File: config.mk
export PLATFORM = sky130hd
export DESIGN_NAME = wwva_ctrl
export DESIGN_NICKNAME = d
export VERILOG_FILES = /design/src/rtl/wwva_pkg.sv /design/src/rtl/wwva_ctrl.sv
export SDC_FILE = /design/constraint.sdc
export NUM_CORES = 1
export LEC_CHECK = 0
export BUFFER_PORTS_ARGS = -buffer_cell sky130_fd_sc_hd__buf_4
export CORE_ASPECT_RATIO = 1.1
export CORE_UTILIZATION = 55
export CTS_BUF_LIST = sky130_fd_sc_hd__clkbuf_8
export DETAILED_ROUTE_END_ITERATION = 7
export GPL_TIMING_DRIVEN = 0
export PLACE_DENSITY_LB_ADDON = 0.08
export SETUP_SLACK_MARGIN = 0.1
export SYNTH_ARGS = -nofsm -noshare
export SYNTH_HDL_FRONTEND = slang
export SYNTH_SLANG_ARGS = --single-unit
File: constraint.sdc
create_clock -name clk_i -period 4.9 [get_ports clk_i]
set_input_delay 0.49 -clock clk_i [delete_from_list [all_inputs] [get_ports clk_i]]
set_output_delay 0.49 -clock clk_i [all_outputs]
set_load 0.03 [all_outputs]
File: src/rtl/wwva_pkg.sv
// ----------------------------------------------------------------------------
// wwva_pkg: shared types and constants of the wide-word VM ALU
// Word geometry, opcode codes, datapath select codes, FSM states, and the
// command and status structs between controller and datapath.
// ----------------------------------------------------------------------------
package wwva_pkg;

  localparam int WORD_LIMBS = 4;
  localparam int LIMB_W     = 64;
  localparam int WORD_W     = LIMB_W * WORD_LIMBS;
  localparam int BYTES      = WORD_W / 8;
  localparam int SHAMT_W    = $clog2(WORD_W);
  localparam int BYTE_W     = $clog2(BYTES);
  localparam int POS_W      = (WORD_LIMBS > 1) ? $clog2(WORD_LIMBS) : 1;
  localparam int CNT_W      = $clog2(2 * WORD_W);
  localparam int OP_W       = 5;
  localparam int SLOT_W     = 2;
  localparam int IDX_W      = 2;

  typedef enum logic [OP_W-1:0] {
    OP_ADD     = 5'd0,
    OP_MUL     = 5'd1,
    OP_SUB     = 5'd2,
    OP_DIV     = 5'd3,
    OP_SDIV    = 5'd4,
    OP_MOD     = 5'd5,
    OP_SMOD    = 5'd6,
    OP_ADDMOD  = 5'd7,
    OP_MULMOD  = 5'd8,
    OP_EXP     = 5'd9,
    OP_SIGNEXT = 5'd10,
    OP_LT      = 5'd11,
    OP_GT      = 5'd12,
    OP_SLT     = 5'd13,
    OP_EQ      = 5'd14,
    OP_ISZERO  = 5'd15,
    OP_AND     = 5'd16,
    OP_OR      = 5'd17,
    OP_XOR     = 5'd18,
    OP_NOT     = 5'd19,
    OP_BYTE    = 5'd20,
    OP_SHL     = 5'd21,
    OP_SHR     = 5'd22
  } opcode_e;

  typedef enum logic [SLOT_W-1:0] {
    SLOT_X = 2'd0,
    SLOT_Y = 2'd1,
    SLOT_M = 2'd2
  } slot_e;

  typedef enum logic [1:0] {
    MUL_XY,
    MUL_RB,
    MUL_BB
  } mul_src_e;

  typedef enum logic [1:0] {
    NUM_X,
    NUM_ABS,
    NUM_SUM,
    NUM_PROD
  } num_src_e;

  typedef enum logic [2:0] {
    RES_ALU,
    RES_ZERO,
    RES_ONE,
    RES_MUL,
    RES_QUO,
    RES_REM,
    RES_SQUO,
    RES_SREM
  } res_sel_e;

  typedef enum logic [3:0] {
    ST_IDLE,
    ST_DISPATCH,
    ST_MUL,
    ST_MUL_DONE,
    ST_DIV,
    ST_DIV_DONE,
    ST_EXP_CHK,
    ST_EXP_RM,
    ST_EXP_RM_DONE,
    ST_EXP_SQ,
    ST_EXP_SQ_DONE,
    ST_EMIT
  } state_e;

  typedef struct packed {
    logic             store;
    logic [OP_W-1:0]  op;
    logic             mul_load;
    mul_src_e         mul_src;
    logic             mul_step;
    logic             div_load;
    num_src_e         num_src;
    logic             div_step;
    logic             res_load;
    res_sel_e         res_sel;
    logic             base_from_x;
    logic             base_from_mul;
    logic             ebits_load;
    logic             ebits_shift;
    logic [POS_W-1:0] pos;
  } cmd_t;

  typedef struct packed {
    logic y_zero;
    logic m_zero;
    logic ebits_zero;
    logic ebits_lsb;
  } sts_t;

endpackage

File: src/rtl/wwva_ctrl.sv
// ----------------------------------------------------------------------------
// wwva_ctrl: controller of the wide-word VM ALU
// Dispatches each executed request, sequences multiplier, divider and
// exponent loops, then streams the result limbs.
// ----------------------------------------------------------------------------
module wwva_ctrl (
  input  logic                        clk_i,
  input  logic                        rst_ni,
  input  logic                        start,
  input  logic [wwva_pkg::OP_W-1:0]   opcode_i,
  input  logic                        execute_i,
  input  wwva_pkg::sts_t              sts_i,
  output wwva_pkg::cmd_t              cmd_o,
  output logic                        busy,
  output logic                        result_strobe_o,
  output logic [wwva_pkg::IDX_W-1:0]  result_position_o,
  output logic                        last_limb_o
);

  localparam int W = wwva_pkg::WORD_W;

  wwva_pkg::state_e            state_q, state_d;
  logic [wwva_pkg::OP_W-1:0]   op_q, op_d;
  logic [wwva_pkg::CNT_W-1:0]  cnt_q, cnt_d;
  logic [wwva_pkg::POS_W-1:0]  pos_q, pos_d;
  logic [wwva_pkg::CNT_W-1:0]  div_last;
  logic                        pos_last;

  always_ff @(posedge clk_i or negedge rst_ni) begin
    if (!rst_ni) begin
      state_q <= wwva_pkg::ST_IDLE;
      op_q    <= '0;
      cnt_q   <= '0;
      pos_q   <= '0;
    end else begin
      state_q <= state_d;
      op_q    <= op_d;
      cnt_q   <= cnt_d;
      pos_q   <= pos_d;
    end
  end

  always_comb begin
    case (op_q)
      wwva_pkg::OP_MULMOD: div_last = wwva_pkg::CNT_W'(2 * W - 1);
      wwva_pkg::OP_ADDMOD: div_last = wwva_pkg::CNT_W'(W);
      default:             div_last = wwva_pkg::CNT_W'(W - 1);
    endcase
  end

  assign pos_last = (pos_q == wwva_pkg::POS_W'(wwva_pkg::WORD_LIMBS - 1));

  always_comb begin
    state_d = state_q;
    op_d    = op_q;
    cnt_d   = cnt_q;
    pos_d   = pos_q;
    cmd_o   = '0;
    cmd_o.op  = op_q;
    cmd_o.pos = pos_q;

    case (state_q)
      wwva_pkg::ST_IDLE: begin
        cmd_o.store = start;
        if (start && execute_i) begin
          op_d    = opcode_i;
          state_d = wwva_pkg::ST_DISPATCH;
        end
      end

      wwva_pkg::ST_DISPATCH: begin
        cnt_d = '0;
        case (op_q)
          wwva_pkg::OP_MUL, wwva_pkg::OP_MULMOD: begin
            if (op_q == wwva_pkg::OP_MULMOD && sts_i.m_zero) begin
              cmd_o.res_load = 1'b1;
              cmd_o.res_sel  = wwva_pkg::RES_ZERO;
              state_d        = wwva_pkg::ST_EMIT;
            end else begin
              cmd_o.mul_load = 1'b1;
              cmd_o.mul_src  = wwva_pkg::MUL_XY;
              state_d        = wwva_pkg::ST_MUL;
            end
          end
          wwva_pkg::OP_DIV, wwva_pkg::OP_MOD, wwva_pkg::OP_SDIV, wwva_pkg::OP_SMOD: begin
            if (sts_i.y_zero) begin
              cmd_o.res_load = 1'b1;
              cmd_o.res_sel  = wwva_pkg::RES_ZERO;
              state_d        = wwva_pkg::ST_EMIT;
            end else begin
              cmd_o.div_load = 1'b1;
              cmd_o.num_src  = (op_q == wwva_pkg::OP_SDIV || op_q == wwva_pkg::OP_SMOD) ?
                               wwva_pkg::NUM_ABS : wwva_pkg::NUM_X;
              state_d        = wwva_pkg::ST_DIV;
            end
          end
          wwva_pkg::OP_ADDMOD: begin
            if (sts_i.m_zero) begin
              cmd_o.res_load = 1'b1;
              cmd_o.res_sel  = wwva_pkg::RES_ZERO;
              state_d        = wwva_pkg::ST_EMIT;
            end else begin
              cmd_o.div_load = 1'b1;
              cmd_o.num_src  = wwva_pkg::NUM_SUM;
              state_d        = wwva_pkg::ST_DIV;
            end
          end
          wwva_pkg::OP_EXP: begin
            cmd_o.res_load    = 1'b1;
            cmd_o.res_sel     = wwva_pkg::RES_ONE;
            cmd_o.base_from_x = 1'b1;
            cmd_o.ebits_load  = 1'b1;
            state_d           = wwva_pkg::ST_EXP_CHK;
          end
          default: begin
            cmd_o.res_load = 1'b1;
            cmd_o.res_sel  = wwva_pkg::RES_ALU;
            state_d        = wwva_pkg::ST_EMIT;
          end
        endcase
      end

      wwva_pkg::ST_MUL, wwva_pkg::ST_EXP_RM, wwva_pkg::ST_EXP_SQ: begin
        cmd_o.mul_step = 1'b1;
        cnt_d = cnt_q + 1'b1;
        if (cnt_q == wwva_pkg::CNT_W'(W - 1)) begin
          cnt_d = '0;
          case (state_q)
            wwva_pkg::ST_MUL:    state_d = wwva_pkg::ST_MUL_DONE;
            wwva_pkg::ST_EXP_RM: state_d = wwva_pkg::ST_EXP_RM_DONE;
            default:             state_d = wwva_pkg::ST_EXP_SQ_DONE;
          endcase
        end
      end

      wwva_pkg::ST_MUL_DONE: begin
        if (op_q == wwva_pkg::OP_MULMOD) begin
          cmd_o.div_load = 1'b1;
          cmd_o.num_src  = wwva_pkg::NUM_PROD;
          state_d        = wwva_pkg::ST_DIV;
        end else begin
          cmd_o.res_load = 1'b1;
          cmd_o.res_sel  = wwva_pkg::RES_MUL;
          state_d        = wwva_pkg::ST_EMIT;
        end
      end

      wwva_pkg::ST_DIV: begin
        cmd_o.div_step = 1'b1;
        cnt_d = cnt_q + 1'b1;
        if (cnt_q == div_last) begin
          cnt_d   = '0;
          state_d = wwva_pkg::ST_DIV_DONE;
        end
      end

      wwva_pkg::ST_DIV_DONE: begin
        cmd_o.res_load = 1'b1;
        case (op_q)
          wwva_pkg::OP_DIV:  cmd_o.res_sel = wwva_pkg::RES_QUO;
          wwva_pkg::OP_SDIV: cmd_o.res_sel = wwva_pkg::RES_SQUO;
          wwva_pkg::OP_SMOD: cmd_o.res_sel = wwva_pkg::RES_SREM;
          default:           cmd_o.res_sel = wwva_pkg::RES_REM;
        endcase
        state_d = wwva_pkg::ST_EMIT;
      end

      // square-and-multiply, stops once no exponent bits remain
      wwva_pkg::ST_EXP_CHK: begin
        cnt_d = '0;
        if (sts_i.ebits_zero) begin
          state_d = wwva_pkg::ST_EMIT;
        end else if (sts_i.ebits_lsb) begin
          cmd_o.mul_load = 1'b1;
          cmd_o.mul_src  = wwva_pkg::MUL_RB;
          state_d        = wwva_pkg::ST_EXP_RM;
        end else begin
          cmd_o.mul_load = 1'b1;
          cmd_o.mul_src  = wwva_pkg::MUL_BB;
          state_d        = wwva_pkg::ST_EXP_SQ;
        end
      end

      wwva_pkg::ST_EXP_RM_DONE: begin
        cmd_o.res_load = 1'b1;
        cmd_o.res_sel  = wwva_pkg::RES_MUL;
        cmd_o.mul_load = 1'b1;
        cmd_o.mul_src  = wwva_pkg::MUL_BB;
        state_d        = wwva_pkg::ST_EXP_SQ;
      end

      wwva_pkg::ST_EXP_SQ_DONE: begin
        cmd_o.base_from_mul = 1'b1;
        cmd_o.ebits_shift   = 1'b1;
        state_d             = wwva_pkg::ST_EXP_CHK;
      end

      wwva_pkg::ST_EMIT: begin
        pos_d = pos_q + 1'b1;
        if (pos_last) begin
          pos_d   = '0;
          state_d = wwva_pkg::ST_IDLE;
        end
      end

      default: state_d = wwva_pkg::ST_IDLE;
    endcase
  end

  assign busy              = (state_q != wwva_pkg::ST_IDLE);
  assign result_strobe_o   = (state_q == wwva_pkg::ST_EMIT);
  assign result_position_o = wwva_pkg::IDX_W'(pos_q);
  assign last_limb_o       = pos_last;

endmodule

==> results.sh, run 1 <==
export IMPL_slowest_stage="or4_1"
export IMPL_drtAntennaViolNets=0
export IMPL_hold_buffers=0
export IMPL_crit_chain="buf_6 > or3b_4 > nor3_4 > or3_1 > a21oi_2 > or4_1 > buf_4"
export IMPL_grt_pass1_wl_mm=7.47
export IMPL_die_height_um=62.2
export IMPL_dieWidth_um=56.7
export IMPL_h_tree_depth=1
export IMPL_seq_area_frac_synth_pct=27.6
export IMPL_powerDensity_nw_per_um2=733
export IMPL_fin_crit_sh_pct=56.6
export IMPL_synthTopCellsByCount="nor2_1, dfrtp_1, nand2_1"
export IMPL_synth_most_common_cell="nor2_1"
export IMPL_crit_fanout=10
export IMPL_synth_top_area_share_pct=27.6
export IMPL_vdd_ir_drop_max_uv=462
export IMPL_status="finished, violations left"
export IMPL_final_setup_viol_count=0
export IMPL_grt_pass1_vias=1637
export IMPL_syn_instance_count=208
export IMPL_use_met3_pct=3.54
export IMPL_place_area_um2=2160
export IMPL_critPathMaxStageDelay_ns=0.49
export IMPL_maxCapViolations=0
export IMPL_crit_family="simple AND/OR/NAND/NOR gates"
export IMPL_gp_congestion=0.983
export IMPL_endpoint_kind="output pin"
export IMPL_n_antenna_cell=0
export IMPL_synthArstFlopShare_pct=100
export IMPL_grt_max_degree=21
export IMPL_slew_violations=0
export IMPL_violations="design-rule violations"
export IMPL_avgRoutedWirePerCell_um=15.3
export IMPL_fmax_ghz=0.361
export IMPL_mappedNetlistArea_um2=1810
export IMPL_clkTransAtPathRegs_ns=0.09
export IMPL_required_ns=4.41
export IMPL_met1_usage_pct=36.5
export IMPL_start_util_pct=58.5
export IMPL_worst_hold_slack_ns=0.0870
export IMPL_setup_tns_final_ns=0
export IMPL_place_hpwl_mm=3.30
export IMPL_post_drt_via_cell_ratio=6.06
export IMPL_grt_total_usage_pct=26.2
export IMPL_layout_drive_gt1_share_pct=33.6
export IMPL_synth_net_count=225
export IMPL_area_delta_synth_final_pct=23.3
export IMPL_cts_tree="yes"
export IMPL_first_pass_iters=6
export IMPL_period_minus_slack_ns=2.77
export IMPL_fillers=276
export IMPL_clock_sinks=20
export IMPL_rsz0062_at_grt="no"
export IMPL_clkLatencyLatePin_ns=0.27
export IMPL_clock_root_buffer="clkbuf_8"
export IMPL_routed_wl_mm=4.39
export IMPL_hold_class="in2async"
export IMPL_final_setup_skew_ns=0.00790
export IMPL_finalPower_mw=1.64
export IMPL_synth_edff_count=0
export IMPL_final_cell_area_um2=2230
export IMPL_ys_flop_type="dfrtp_1"
export IMPL_num_io_pins=42
export IMPL_synth_top_cell_by_area="dfrtp_1"
export IMPL_synth_avg_cell_area_um2=8.72
export IMPL_tightest_slew_ns=0.571
export IMPL_clk_path_buf_depth=2
export IMPL_rows=21
export IMPL_gr_max_usage_layer="met2"
export IMPL_drcViolationCount=9
export IMPL_port_buffers=41
export IMPL_ys_ff_latch=20
export IMPL_p_leak_nw=1.04
export IMPL_die_area_um2=3530
export IMPL_synth_cell_type_count=66
export IMPL_hold_viol_final=0
export IMPL_startpoint_type="register"
export IMPL_antenna_found_initial=0
export IMPL_slew_headroom_pct=61.8
export IMPL_grt_overflow=0
export IMPL_ys_warn_count=0
export IMPL_layout_nets=271
export IMPL_criticalPathCategory="reg2out"
export IMPL_crit_arrival_ns=2.28
export IMPL_num_vias=1739
export IMPL_core_um2=3100
export IMPL_drt_iter0_drc=66
export IMPL_synth_area_leaders="dfrtp_1, mux2_2, nor2_1"
export IMPL_postCtsSetupBuffers=0
export IMPL_cts_resized=0
export IMPL_use_met2_pct=41.4
export IMPL_cts_made_buffers=3
export IMPL_critPathBufInv=2
==> layout make-up <==
cell class / instances / area [um2] / share of cell area [%]
Buffer: 15 / 138 / 6.16
Multi-Input combinational cell: 164 / 1140 / 51.1
Tap cell: 34 / 42.5 / 1.90
Sequential cell: 20 / 500 / 22.4
Clock inverter: 1 / 30.0 / 1.34
Inverter: 9 / 33.8 / 1.51
Timing Repair Buffer: 41 / 308 / 13.8
Clock buffer: 3 / 41.3 / 1.85
==> state kept, by name (all words and copies together), names as in the netlist <==
name,count
cnt_q,9
op_q,5
state_q,4
result_position_o,2
==> worst paths after layout <==
| path | start | end | slack, ns | depth (start not counted) |
|---|---|---|---|---|
| min reg2reg | result_position_o[1] | result_position_o[1] | 0.58 | 1 |
| min | rst_ni | state_q[2] | 0.09 | 1 |
| max in group asynchronous | rst_ni | cnt_q[4] | 4.58 | 1 |
| min in group clk_i | opcode_i[2] | op_q[2] | 0.43 | 3 |
| max | op_q[2] | cmd_o[9] | 2.13 | 7 |
| max reg2reg | cnt_q[0] | cnt_q[5] | 2.62 | 9 |
==> cell families after synthesis <==
kind of cell | synth area share [%]
XOR/XNOR | 3.80
multiplexers | 5.59
adder cells (fa/ha/maj) | 3.31
AO/OA/AOI/OAI | 20.4
flip-flops | 27.6
buffers and inverters | 9.45
AND/OR/NAND/NOR | 29.9
==> layout by cell type, fill, tap and decap left out, types with 3 or more instances in the layout <==
master	synthesis	routed
inv_1	9	9
nand4_1	3	3
nor2b_1	4	4
nand2b_1	3	3
nand2_1	17	17
mux2_2	9	9
and3_1	6	6
buf_4	4	45
nor3_1	4	4
nor4_1	3	3
nor2_1	22	22
clkbuf_8	5	8
dfrtp_1	20	20
ha_1	4	4
or3_1	3	3
xnor2_1	4	4
o21ai_0	7	7
clkbuf_1	3	3
a21oi_1	11	11
nand3_1	6	6
==> worst reg2reg max path, delay by kind of cell (launching register included) <==
| kind | cells | cell delay, ns |
|---|---|---|
| fa+ha+maj | 3 | 0.88 |
| compound gates | 2 | 0.53 |
| buf+inv | 1 | 0.05 |
| flops | 1 | 0.43 |
| simple gates | 3 | 0.32 |
==> metal layers <==
metal	part of all wire (%)	wire, um
met1	44	1930
met4	1.7	76
met3	6.4	283
met5	0	0
met2	48	2100
==> stage by stage <==
| step | instances | utilization [%] | worst slack, ns |
|---|---|---|---|
| 3_5_place_dp | 283 | 69.8 | 2.42 |
| 5_1_grt | 287 | 72.1 | 2.01 |
| 6_report | 287 | 72.1 | 2.13 |
| 3_3_place_gp | 283 | 69.8 | 2.43 |
| 2_1_floorplan | 208 | - | 2.16 |
| 4_1_cts | 287 | 72.1 | 2.12 |
==> report_power, final <==
group	switching (mW)	internal, mW
clock	0.0629	0.109
combinational	0.669	0.488
sequential	0.0788	0.230
No activity file was read; power rests on OpenSTA's default activity.
==> run 2, diff against run 1 <==
--- a/config.mk
+++ b/config.mk
@@ -7,7 +7,7 @@
 export LEC_CHECK = 0
 export BUFFER_PORTS_ARGS = -buffer_cell sky130_fd_sc_hd__buf_4
 export CORE_ASPECT_RATIO = 1.1
-export CORE_UTILIZATION = 55
+export CORE_UTILIZATION = 51
 export CTS_BUF_LIST = sky130_fd_sc_hd__clkbuf_8
 export DETAILED_ROUTE_END_ITERATION = 7
 export GPL_TIMING_DRIVEN = 0
==> constraint.sdc (replaced) <==
create_clock -name clk_i -period 2.5 [get_ports clk_i]
set_input_delay 0.25 -clock clk_i [delete_from_list [all_inputs] [get_ports clk_i]]
set_output_delay 0.25 -clock clk_i [all_outputs]
set_load 0.03 [all_outputs]
==> run 2 against run 1 <==
  * Critical path type unchanged
  * Final area increased by 4.8%
  * Critical path depth unchanged
  * Largest cell class unchanged
  * Worst hold slack improved by 0.096 ns
  * Sequential power increased by 100%
  * Clock-buffer cell count unchanged
  * Sequential share of layout area decreased by 0.98 points
  * Register-to-register slack got worse by 2.4 ns
  * The flow now finishes without violations
  * Setup slack got worse by 2.1 ns
  * Utilization decreased by 2.3 points
  * Power increased by 110%
  * Combinational power increased by 110%
  * Via count increased by 1.7%
==> results.sh, run 2 (synthesized netlist as in run 1, its figures left out) <==
export IMPL_endpoint_kind="output pin"
export IMPL_clock_sinks=20
export IMPL_grt_overflow=0
export IMPL_drtAntennaViolNets=0
export IMPL_r2r_end="cnt_q[4]"
export IMPL_clkTransAtPathRegs_ns=0.08
export IMPL_clk_path_buf_depth=2
export IMPL_drt_iter0_drc=161
export IMPL_hold_viol_final=0
export IMPL_r2r_start="cnt_q[0]"
export IMPL_required_ns=2.25
export IMPL_crit_chain="buf_6 > or3b_4 > nor3_4 > or3_1 > a21oi_2 > or4_4 > buf_6"
export IMPL_port_buffers=41
export IMPL_h_tree_depth=1
export IMPL_worst_hold_slack_ns=0.183
export IMPL_finalPower_mw=3.38
export IMPL_crit_fanout=3
export IMPL_rrSetupSlack_ns=0.26
export IMPL_post_drt_via_cell_ratio=5.74
export IMPL_criticalPathCategory="reg2out"
export IMPL_die_height_um=64.5
export IMPL_layout_nets=278
export IMPL_fmax_ghz=0.409
export IMPL_gp_congestion=0.881
export IMPL_first_pass_iters=4
export IMPL_setup_worst_path_start="op_q[2]"
export IMPL_vdd_ir_drop_max_uv=715
export IMPL_place_hpwl_mm=3.36
export IMPL_crit_arrival_ns=2.20
export IMPL_core_um2=3360
export IMPL_fillers=294
export IMPL_crit_family="simple AND/OR/NAND/NOR gates"
export IMPL_rows=22
export IMPL_tightest_slew_ns=0.488
export IMPL_clkLatencyLatePin_ns=0.26
export IMPL_critPathMaxStageDelay_ns=0.51
export IMPL_seqCellArea_um2=502
export IMPL_slowest_stage="or4_4"
export IMPL_grt_pass1_vias=1620
export IMPL_startpoint_type="register"
export IMPL_slew_violations=0
export IMPL_rsz0062_at_grt="yes"
export IMPL_p_leak_nw=1.08
export IMPL_area_delta_synth_final_pct=29.2
export IMPL_period_minus_slack_ns=2.45
export IMPL_final_setup_viol_count=0
export IMPL_powerDensity_nw_per_um2=1440
export IMPL_setup_ws_ns=0.0549
export IMPL_n_antenna_cell=0
export IMPL_critPathBufInv=2
export IMPL_final_setup_skew_ns=0.00299
export IMPL_layout_drive_gt1_share_pct=36.5
export IMPL_largest_register="cnt_q"
export IMPL_num_io_pins=42
export IMPL_fin_crit_sh_pct=97.8
export IMPL_avgRoutedWirePerCell_um=15.0
export IMPL_most_common_layout_cells="buf_4, nor2_1, dfrtp_1, nand2_1, a21oi_1"
export IMPL_grt_max_degree=21
export IMPL_grt_total_usage_pct=26.1
export IMPL_final_common_cell="buf_4"
export IMPL_status="finished, final reports clean"
export IMPL_clock_root_buffer="clkbuf_8"
export IMPL_cp_common_cell="buf_6"
export IMPL_routed_wl_mm=4.63
export IMPL_maxCapViolations=0
export IMPL_grt_pass1_wl_mm=7.62
export IMPL_antenna_found_initial=0
export IMPL_largest_reg_flops=9
export IMPL_die_area_um2=3800
export IMPL_num_vias=1769
export IMPL_start_util_pct=54.0
export IMPL_pre_cts_slack_ns=0.223
export IMPL_cp_depth=7
export IMPL_cts_made_buffers=3
export IMPL_top_regs="cnt_q: 9 flops, op_q: 5 flops, state_q: 4 flops"
export IMPL_multi_input_area_um2=1160
export IMPL_hold_class="in2reg"
export IMPL_slew_headroom_pct=67.3
export IMPL_dieWidth_um=58.9
export IMPL_drcViolationCount=0
export IMPL_cp_endpoint="cmd_o[9]"
export IMPL_cts_tree="yes"
export IMPL_reg2reg_depth=9
[run 2: how the worst min path moves through the flow]
stage | start | to | slack [ns] | depth (start not counted)
after floorplan | rst_ni | cnt_q[0] | -0.05 | 0
after global placement | rst_ni | cnt_q[3] | 0.15 | 1
after detailed placement | rst_ni | cnt_q[3] | 0.15 | 1
after CTS | opcode_i[3] | op_q[3] | 0.18 | 3
after global routing | opcode_i[4] | op_q[4] | 0.20 | 2
final | opcode_i[3] | op_q[3] | 0.18 | 3
[run 2: timing repair]
action / CTS / global route
setup buffers: 4 / 2
gates resized for setup: 3 / 5
hold buffers: 1 / 0
pin swaps: 4 / 6
hold endpoints to repair: 20 / 0
setup endpoints to repair: 3 / 5
[run 2: power breakdown]
part | internal, mW | switching (mW) | leakage, nW
logic | 1.06 | 1.37 | 0.796
clock network | 0.214 | 0.121 | 0.0357
registers | 0.452 | 0.168 | 0.252
[run 2: tightest hold or removal path: stages]
cell and delay (ns):
buf_4 0.07, nand2_1 0.03, o21ai_0 0.05
[run 2: final cells by class]
| class | instances | area share (%) |
|---|---|---|
| clock inverter | 1 | 1.28 |
| tap | 48 | 2.56 |
| inverter | 9 | 1.44 |
| sequential | 20 | 21.4 |
| buffer | 15 | 5.98 |
| clock buffer | 3 | 1.76 |
| multi-input combinational | 164 | 49.7 |
| timing repair buffer | 48 | 15.8 |
[run 2: stage by stage]
step	util, %	setup TNS (ns)	instance area [um2]	cells
2_1_floorplan	-	0	1820	208
3_3_place_gp	65.2	0	2190	297
3_5_place_dp	65.2	0	2190	297
4_1_cts	68.9	-0.0454	2310	306
5_1_grt	69.7	0	2340	308
6_report	69.7	0	2340	308
[run 2: metal layers]
metal  wire length [um]  up-vias  GRT usage (%)
met5                  0        -              0
met3                249       11           3.19
met1               2000      831           35.7
met2               2280       65           42.5
li1                   -      862              -
met4                 97        0           8.63
